===== src/hdl/lwg_pkg.sv =====
// Package for the linear waypoint generator.
// Holds the transaction payload types, command codes and default constants.
// No dependencies.
package lwg_pkg;

  localparam int unsigned MAX_STEPS_DEF = 65535;
  localparam logic [19:0] STEP_LEN_RST  = 20'd3277;

  localparam logic CMD_MOVE = 1'b0;
  localparam logic CMD_TICK = 1'b1;

  typedef struct packed {
    logic               cmd;
    logic signed [31:0] start_x;
    logic signed [31:0] start_y;
    logic signed [31:0] start_z;
    logic signed [31:0] end_x;
    logic signed [31:0] end_y;
    logic signed [31:0] end_z;
  } lwg_in_t;

  typedef struct packed {
    logic signed [31:0] way_x;
    logic signed [31:0] way_y;
    logic signed [31:0] way_z;
    logic [15:0]        step_index;
    logic               last;
    logic               clipped;
  } lwg_out_t;

endpackage


===== src/hdl/linear_waypoint_generator_unit.sv =====
// Linear waypoint generator, top level.
// Depends on lwg_pkg for payload types and constants.
//
// Input channel (in_valid, in_stall, in_data): a move transaction (cmd 0) gives
// start and end points; a tick transaction (cmd 1) asks for the next waypoint.
// Output channel (out_valid, out_stall, out_data): one waypoint per move, one
// per tick while waypoints remain; a tick after the last waypoint or while
// idle gives nothing. cfg_wen/cfg_wdata write step_length (zero acts as one).
// One transaction is worked at a time by a shared 33x33 multiplier, a
// bit-serial square root (33 steps) and a bit-serial divider (49 steps).
// After acceptance a move holds in_stall through a multiply and add per axis,
// the root, the divider setup and division, a post step and the output step;
// a tick through a multiply, a division and an add for each axis in turn, then
// the output step. The waypoint enters the output register in the output step
// once that register is free. A tick with no result leaves the unit idle.
// in_stall is high while a transaction is being worked or its result waits
// for the output register. The output register holds its waypoint while
// out_stall is high; the next transaction is accepted meanwhile.
// Synchronous reset clears the plan to idle and step_length to 3277.
module linear_waypoint_generator_unit #(
  parameter int unsigned MAX_STEPS = lwg_pkg::MAX_STEPS_DEF
) (
  input  logic             clk,
  input  logic             rst,
  input  logic             in_valid,
  output logic             in_stall,
  input  lwg_pkg::lwg_in_t in_data,
  output logic             out_valid,
  input  logic             out_stall,
  output lwg_pkg::lwg_out_t out_data,
  input  logic             cfg_wen,
  input  logic [19:0]      cfg_wdata
);
  import lwg_pkg::*;

  typedef enum logic [6:0] {
    S_IDLE = 7'b0000001,
    S_MUL  = 7'b0000010,
    S_ACC  = 7'b0000100,
    S_ROOT = 7'b0001000,
    S_DIV  = 7'b0010000,
    S_POST = 7'b0100000,
    S_FIN  = 7'b1000000
  } state_t;

  localparam logic [5:0] CNT_DIV_SETUP = 6'd63;

  state_t state;
  logic [19:0] step_length;
  logic signed [31:0] origin_x, origin_y, origin_z;
  logic signed [32:0] span_x, span_y, span_z;
  logic [15:0] total_steps, current_step, idx;
  logic busy, was_clipped, is_move;
  logic [1:0] axis;
  logic [5:0] cnt;
  logic [65:0] prod, acc, rad;
  logic [32:0] root;
  logic [34:0] rem;
  logic [48:0] dvd;
  logic [19:0] drem, dvs;
  lwg_out_t res;

  logic signed [32:0] span_sel;
  logic [32:0] mag_sel, opb;
  logic [65:0] mul_out;
  logic [35:0] rsh, trial;
  logic [20:0] dsh, ddiff;
  logic [33:0] rceil;
  logic [19:0] s_eff;
  logic [32:0] offs;
  logic [31:0] org_sel, way_new;
  logic out_free;

  always_comb begin
    case (axis)
      2'd0: begin span_sel = span_x; org_sel = origin_x; end
      2'd1: begin span_sel = span_y; org_sel = origin_y; end
      default: begin span_sel = span_z; org_sel = origin_z; end
    endcase
    mag_sel = span_sel[32] ? 33'(-span_sel) : 33'(span_sel);
    opb     = is_move ? mag_sel : {17'd0, idx};
    mul_out = {33'd0, mag_sel} * {33'd0, opb};
    rsh     = {rem[33:0], rad[65:64]};
    trial   = {1'b0, root, 2'b01};
    dsh     = {drem, dvd[48]};
    ddiff   = dsh - {1'b0, dvs};
    rceil   = {1'b0, root} + {33'd0, (rem != 35'd0)};
    s_eff   = (step_length == 20'd0) ? 20'd1 : step_length;
    offs    = span_sel[32] ? 33'(-{1'b0, dvd[31:0]}) : {1'b0, dvd[31:0]};
    way_new = org_sel + offs[31:0];
    out_free = !out_valid || !out_stall;
  end

  assign in_stall = (state != S_IDLE);

  always_ff @(posedge clk) begin
    if (rst) begin
      state        <= S_IDLE;
      step_length  <= STEP_LEN_RST;
      origin_x     <= '0; origin_y <= '0; origin_z <= '0;
      span_x       <= '0; span_y <= '0; span_z <= '0;
      total_steps  <= '0;
      current_step <= '0;
      busy         <= 1'b0;
      was_clipped  <= 1'b0;
      out_valid    <= 1'b0;
    end else begin
      if (cfg_wen) step_length <= cfg_wdata;
      if (state == S_FIN && out_free) out_valid <= 1'b1;
      else if (!out_stall) out_valid <= 1'b0;
      unique case (state)
        S_IDLE: begin
          if (in_valid) begin
            axis <= 2'd0;
            if (in_data.cmd == CMD_MOVE) begin
              is_move  <= 1'b1;
              origin_x <= in_data.start_x;
              origin_y <= in_data.start_y;
              origin_z <= in_data.start_z;
              span_x   <= 33'(in_data.end_x) - 33'(in_data.start_x);
              span_y   <= 33'(in_data.end_y) - 33'(in_data.start_y);
              span_z   <= 33'(in_data.end_z) - 33'(in_data.start_z);
              acc      <= '0;
              state    <= S_MUL;
            end else if (!busy || current_step >= total_steps || total_steps == 16'd0) begin
              busy <= 1'b0;
            end else begin
              is_move <= 1'b0;
              idx     <= current_step + 16'd1;
              state   <= S_MUL;
            end
          end
        end
        S_MUL: begin
          prod  <= mul_out;
          state <= is_move ? S_ACC : S_DIV;
          dvd   <= mul_out[48:0];
          drem  <= '0;
          dvs   <= {4'd0, total_steps};
          cnt   <= '0;
        end
        S_ACC: begin
          if (axis == 2'd2) begin
            rad   <= acc + prod;
            root  <= '0;
            rem   <= '0;
            cnt   <= '0;
            state <= S_ROOT;
          end else begin
            acc   <= acc + prod;
            axis  <= axis + 2'd1;
            state <= S_MUL;
          end
        end
        S_ROOT: begin
          rad <= {rad[63:0], 2'b00};
          if (rsh >= trial) begin
            rem  <= 35'(rsh - trial);
            root <= {root[31:0], 1'b1};
          end else begin
            rem  <= rsh[34:0];
            root <= {root[31:0], 1'b0};
          end
          if (cnt == 6'd32) begin
            cnt   <= CNT_DIV_SETUP;
            state <= S_DIV;
          end else begin
            cnt <= cnt + 6'd1;
          end
        end
        S_DIV: begin
          if (cnt == CNT_DIV_SETUP && is_move) begin
            dvd  <= 49'({15'd0, rceil} + {29'd0, s_eff} - 49'd1);
            dvs  <= s_eff;
            drem <= '0;
            cnt  <= '0;
          end else begin
            if (!ddiff[20]) begin
              drem <= ddiff[19:0];
              dvd  <= {dvd[47:0], 1'b1};
            end else begin
              drem <= dsh[19:0];
              dvd  <= {dvd[47:0], 1'b0};
            end
            cnt <= cnt + 6'd1;
            if (cnt == 6'd48) state <= S_POST;
          end
        end
        S_POST: begin
          if (is_move) begin
            if (dvd > 49'(MAX_STEPS)) begin
              total_steps <= 16'(MAX_STEPS);
              was_clipped <= 1'b1;
              busy        <= 1'b1;
              res.last    <= 1'b0;
              res.clipped <= 1'b1;
            end else begin
              total_steps <= dvd[15:0];
              was_clipped <= 1'b0;
              busy        <= (dvd[15:0] != 16'd0);
              res.last    <= (dvd[15:0] == 16'd0);
              res.clipped <= 1'b0;
            end
            current_step   <= '0;
            res.way_x      <= origin_x;
            res.way_y      <= origin_y;
            res.way_z      <= origin_z;
            res.step_index <= '0;
            state          <= S_FIN;
          end else begin
            case (axis)
              2'd0: res.way_x <= way_new;
              2'd1: res.way_y <= way_new;
              default: res.way_z <= way_new;
            endcase
            if (axis == 2'd2) begin
              current_step   <= idx;
              busy           <= (idx != total_steps);
              res.step_index <= idx;
              res.last       <= (idx == total_steps);
              res.clipped    <= was_clipped;
              state          <= S_FIN;
            end else begin
              axis  <= axis + 2'd1;
              state <= S_MUL;
            end
          end
        end
        S_FIN: begin
          if (out_free) begin
            out_data  <= res;
            state     <= S_IDLE;
          end
        end
        default: state <= S_IDLE;
      endcase
    end
  end

  a_busy_nonzero: assert property (@(posedge clk) disable iff (rst)
    busy |-> (total_steps != 16'd0)) else $error("busy with zero step count");
  a_busy_room: assert property (@(posedge clk) disable iff (rst)
    busy |-> (current_step < total_steps)) else $error("busy past last waypoint");
  a_root_count: assert property (@(posedge clk) disable iff (rst)
    (state == S_ROOT) |-> (cnt <= 6'd32)) else $error("root counter overrun");
  a_clip_max: assert property (@(posedge clk) disable iff (rst)
    was_clipped |-> (total_steps == 16'(MAX_STEPS))) else $error("clip without saturation");
endmodule

===== config.mk =====
export PLATFORM = sky130hd
export DESIGN_NAME = linear_waypoint_generator_unit
export DESIGN_NICKNAME = d
export VERILOG_FILES = /design/src/hdl/lwg_pkg.sv /design/src/hdl/linear_waypoint_generator_unit.sv
export SDC_FILE = /design/constraint.sdc
export NUM_CORES = 2
export LEC_CHECK = 0
export BUFFER_PORTS_ARGS = -buffer_cell sky130_fd_sc_hd__clkbuf_2
export CAP_MARGIN = 40
export CORE_MARGIN = 10
export CORE_UTILIZATION = 45
export DETAILED_ROUTE_END_ITERATION = 10
export PLACE_DENSITY = 0.63
export SLEW_MARGIN = 20
export SYNTH_ARGS = -nofsm -noshare
export SYNTH_HDL_FRONTEND = slang
export SYNTH_SLANG_ARGS = --single-unit

===== constraint.sdc =====
create_clock -name clk -period 15.5 [get_ports clk]
set_input_delay 0.775 -clock clk [delete_from_list [all_inputs] [get_ports clk]]
set_output_delay 0.775 -clock clk [all_outputs]
set_load 0.01 [all_outputs]

; Word level (Yosys, flattened, before mapping)
; Cells that the tools add are included.
[op_classes]
n_eq_ne = 32
n_mux = 66
add_sub_neg = 15
n_reduce_logical = 43
multipliers = 1
n_lt_le_gt_ge = 3
n_bitwise = 3
[ops]
columns = cell, count
row1 = $mux W66, 4
row2 = $pmux W66 S2, 2
row3 = $pmux W33 S2, 2
row4 = $mux W32, 4
row5 = $mux W114, 1
row6 = $mux W33, 3
row7 = $sub A32 B32 Y33, 3
row8 = $pmux W49 S2, 1
row9 = $mux W20, 4
row10 = $pmux W20 S2, 2
row11 = $mux W35, 2
row12 = $pmux W35 S2, 1
row13 = $add A66 B66 Y66, 1
row14 = $mul A33 B33 Y66, 1
row15 = $pmux W32 S2, 1
row16 = $mux W7, 9
row17 = $gt A49 B16 Y1 const B, 1
row18 = $mux W49, 1
row19 = $pmux W7 S7, 1
row20 = $mux W16, 3
row21 = $ge A36 B35 Y1, 1
row22 = $sub A35 B1 Y36 const B, 1
row23 = $add A34 B20 Y35, 1
row24 = $reduce_bool A35 Y1, 1
row25 = 52 further kinds, 112
[word_totals]
inputBits = 218
regBits = 865
out_inout_bits = 116
wordCells = 200

; Logic depth before layout (Yosys ltp)
[logic_depth]
depth_word = 7
depth_mapped = 43
mapped_depth_nobuf = 40

; Worst setup path before layout
; No wires, ideal clock.
[synth_path]
kind = input-to-reg
start = input rst
end = register out_data[0] (netlist bit), enable pin
path_buffers = 2
required_time_ps = 14750
path_stages = 3
arrival_time_ps = 9461
setup_ps = 750
slack_ps = 5289
cell_sequence = clkbuf_1 > clkbuf_1 > nor3b_1
[synth_between]
elab_chain_len = 2
[synth_lines]
columns = item, line_no
row1 = start: declaration, linear_waypoint_generator_unit.sv:24  ; input logic rst,
row2 = $not A1 Y1 (no source line), n/a
row3 = $reduce_and A3 Y1 (no source line), n/a
row4 = end signal: assignment, linear_waypoint_generator_unit.sv:231  ; out_data <= res;
row5 = end: declaration, linear_waypoint_generator_unit.sv:30  ; output lwg_pkg::lwg_out_t out_data,
; Every way passes these cells.
; A chain may end at the register's enable or synchronous reset.

; Final worst setup path
[layout_path]
start = register axis[1]
end = register dvd[46] (data pin)
[layout_between]
elab_chain_len = 7
elab_cells_between_ends = 8
cone_classes = add/sub: 1 / mul: 1 / eq/ne: 1 / mux: 4 / reduce/logical: 1
[layout_lines]
columns = item, line_no
row1 = start: declaration, linear_waypoint_generator_unit.sv:54  ; logic [1:0] axis;
row2 = start signal: assignment, linear_waypoint_generator_unit.sv:151  ; axis <= axis + 2'd1;
row3 = start signal: assignment, linear_waypoint_generator_unit.sv:224  ; axis <= axis + 2'd1;
row4 = $eq A2 B1 Y1 / $logic_not A2 Y1 (equally long branches), linear_waypoint_generator_unit.sv:75  ; case (axis)
row5 = $pmux W33 S2 *, linear_waypoint_generator_unit.sv:75
row6 = $neg A33 Y33, linear_waypoint_generator_unit.sv:80  ; mag_sel = span_sel[32] ? 33'(-span_sel) : 33'(span_sel);
row7 = $mux W33 *, linear_waypoint_generator_unit.sv:80
row8 = $mux W33, linear_waypoint_generator_unit.sv:81  ; opb = is_move ? mag_sel : {17'd0, idx};
row9 = $mul A33 B33 Y66 *, linear_waypoint_generator_unit.sv:82  ; mul_out = {33'd0, mag_sel} * {33'd0, opb};
row10 = named net mul_out[46], linear_waypoint_generator_unit.sv:65  ; logic [65:0] mul_out;
row11 = $pmux W49 S2 *, linear_waypoint_generator_unit.sv:111  ; unique case (state)
row12 = end signal: assignment, linear_waypoint_generator_unit.sv:137  ; dvd <= mul_out[48:0];
row13 = end signal: assignment, linear_waypoint_generator_unit.sv:173  ; dvd <= 49'({15'd0, rceil} + {29'd0, s_eff} - 49'd1);
row14 = end signal: assignment, linear_waypoint_generator_unit.sv:180  ; dvd <= {dvd[47:0], 1'b1};
row15 = end: declaration, linear_waypoint_generator_unit.sv:59  ; logic [48:0] dvd;
; Mark *: on every way through the listed nets, which the timed path passes. The rest lies on a longest branch.

==> impl_metrics.ini <==
[worst_setup_path]
critPathMaxStageDelay_ns = 0.57
critPathMostFrequentCell = inv_1
crit_path_start_kind = flip-flop
r2r-start = axis[1]
critPathKind = flip-flop to flip-flop
rrSetupSlack_ns = 2.47
cp.arrival_ns = 13.47
worstReg2RegEnd = dvd[46]
rr_worst_depth = 41
critPathMaxFanout = 36
crit_slowest_cell = fa_1
endpoint_kind = flip-flop
crit_required_ns = 15.95

[sta]
min_period_ns = 13.03
final.setup.tns_ns = 0
hold_viol_final = 0
timing.hold.ws_ns = 0.261
fmax_ghz = 0.0767
setup_violations = 0
fin_crit_sh_pct = 84.1
layout_setup_ws_ns = 2.47
slew_viol_final = 0
worstMarginPinSlew_ns = 0.936
rsz0062_at_grt = no
finClkSkew_ns = 0.0538
relSlewSlack_pct = 36.8

[finish]
final_util_pct = 49.8
nets = 11200
final_cell_mix = 1479 x nand2_1, 1351 x inv_1, 965 x fa_1, 852 x nor2_1, 608 x edfxtp_1
layout_commonest_cell = nand2_1
final_layout_size_suffix_gt1_share_pct = 8.35
syn2layout_area_growth_pct = 9.85

[synth]
yosysTopAreaCell = fa_1
ys_ff_latch = 865
synth.area.top_cells = fa_1 23%, edfxtp_1 22%, ha_1 8.8%
yosys_most_used_dff = edfxtp_1
netlist.area_leader.share_pct = 23.0
avgSynthCellArea_um2 = 9.07
synth_seq_area_share_pct = 27.9
yosysWarnings = 0
synth-edff-count = 608
syn_inst = 9263
async_flop_share_pct = 0
syn_area_um2 = 84000
yosysUniqueCellTypes = 99

[cts]
cts_buffer_depth = 3
cts.clk_slew.worst_paths_ns = 0.07
cts_hold_buf = 0
h-tree-depth = 3
cts_tree = done
cts_resized = 0
clkLatencyLatePin_ns = 0.75
numCtsBuffers = 94
cts-root-buf = clkbuf_16
clock_sinks = 865
postCtsSetupBuffers = 0

[die]
fp.dieW_um = 452
core_um2 = 185000
rows = 158
start_util_pct = 45.3
ios = 334
fp.dieH_um = 452
die-area_um2 = 204000

[detailed_routing]
drcViolationCount = 0
avgRoutedWirePerCell_um = 23.4
vias_per_cell = 5.63
drt_iter0_markers = 6286
num_vias = 67800
wirelength_um = 281000
detail-route-antenna-nets = 0
first_pass_iters = 6

[pwr]
p_total_uw = 19000
power.leakage_uw = 0.0417
p_per_area_nw_per_um2 = 206
irDropWorstVdd_uv = 295

[global_routing]
grt_max_degree = 140
antenna_found_initial = 5
grt_pass1_wl_um = 427000
grt_pass1_vias = 69300
grt_remaining_overflow = 0
track_usage_pct = 27.2

[placed_design]
preCtsSetupSlack_ns = 2.63
hpwl_um = 222000
io_buffers = 333
place.gp.congestion = 0.972

[run]
maxCapViolCount = 0

[min_path]
hold_start = cfg_wdata[7]
worstHoldPathCells = 3
worst_hold_path.endpoint = step_length[7]
holdCritPathClass = input port to flip-flop

[outcome]
outcome = complete, no violations
[flip-flops by register name (all words and copies together) (netlist names), 6 cells and up]
| signal | flops |
|---|---|
| root | 33 |
| origin_y | 32 |
| current_step | 16 |
| cnt | 6 |
| drem | 20 |
| res | 114 |
| dvs | 20 |
| acc | 66 |
| rem | 35 |
| rad | 66 |
| step_length | 20 |
| span_y | 33 |
| total_steps | 16 |
| dvd | 49 |
| idx | 16 |
| out_data | 114 |
| span_z | 33 |
| origin_x | 32 |
| span_x | 33 |
| state | 7 |
| prod | 66 |
| origin_z | 32 |
[worst max-delay path: cells and delay by family, from the launching register on]
family	cells	cell delay, ns
buf+inv	11	1.88
xor+xnor	2	0.65
simple gates	9	2.58
compound gates	9	2.49
flops	1	0.39
fa+ha+maj	10	4.71
[how the worst max path moves through the flow]
stage	end	slack (ns)	startpoint
6_report	dvd[46]	2.47	axis[1]
4_1_cts	dvd[46]	2.56	axis[1]
3_3_place_gp	prod[65]	2.39	axis[1]
5_1_grt	prod[65]	2.05	axis[1]
3_5_place_dp	dvd[46]	2.63	axis[1]
2_1_floorplan	out_data[0]	5.29	rst
[power by group]
group,leakage [uW],switching (uW),internal [uW]
combinational,0.0325,8750,4610
sequential,0.00765,116,3180
clock,0.00156,1020,1310
total,0.0417,9890,9100
[cell usage after synthesis (all sizes together), types with 47 or more instances]
cell / n
o21ai: 302
a211oi: 48
o21bai: 50
edfxtp: 608
nor2: 876
nand4: 67
and3: 50
buf: 113
nor3: 76
fa: 965
nand2: 1479
xnor2: 245
nand2b: 47
a31oi: 66
a21oi: 594
a21o: 237
dfxtp: 257
nand3: 149
xor2: 169
inv: 1366
clkbuf: 298
nor2b: 66
ha: 592
[stage by stage]
step	instances	instance area, um^2
floorplan	9284	84100
global placement	11800	88500
detailed placement	11800	88800
CTS	12000	92000
global route	12000	92300
finish	12000	92300
[routing by layer]
| layer | vias to the layer above | GRT usage [%] | wire (um) |
|---|---|---|---|
| met5 | - | 0 | 17 |
| met4 | 2 | 11.7 | 14000 |
| met3 | 537 | 6.07 | 25300 |
| met2 | 3068 | 43.0 | 127000 |
| met1 | 33500 | 35.8 | 115000 |
| li1 | 30600 | - | - |
[layout make-up]
cell class	count	area, um^2
antenna	2	5.00
clock buffer	120	2550
clock inverter	56	628
fill	17500	93200
inverter	1367	5130
multi-input combinational	6641	54200
sequential	865	23400
tap	2480	3100
timing repair buffer	500	3200
[kinds of logic after synthesis]
logic type	after synthesis	synth area share, %
DFF	865	27.9
other	2	0.00894
and+or+nand+nor	2977	15.0
AOI/OAI and AO/OA	1623	12.1
buffers and inverters	1778	8.14
adders and majority gates	1557	31.8
xor gates and xnor gates	414	4.42
muxes	47	0.563
(Power assumes the default switching activity.)
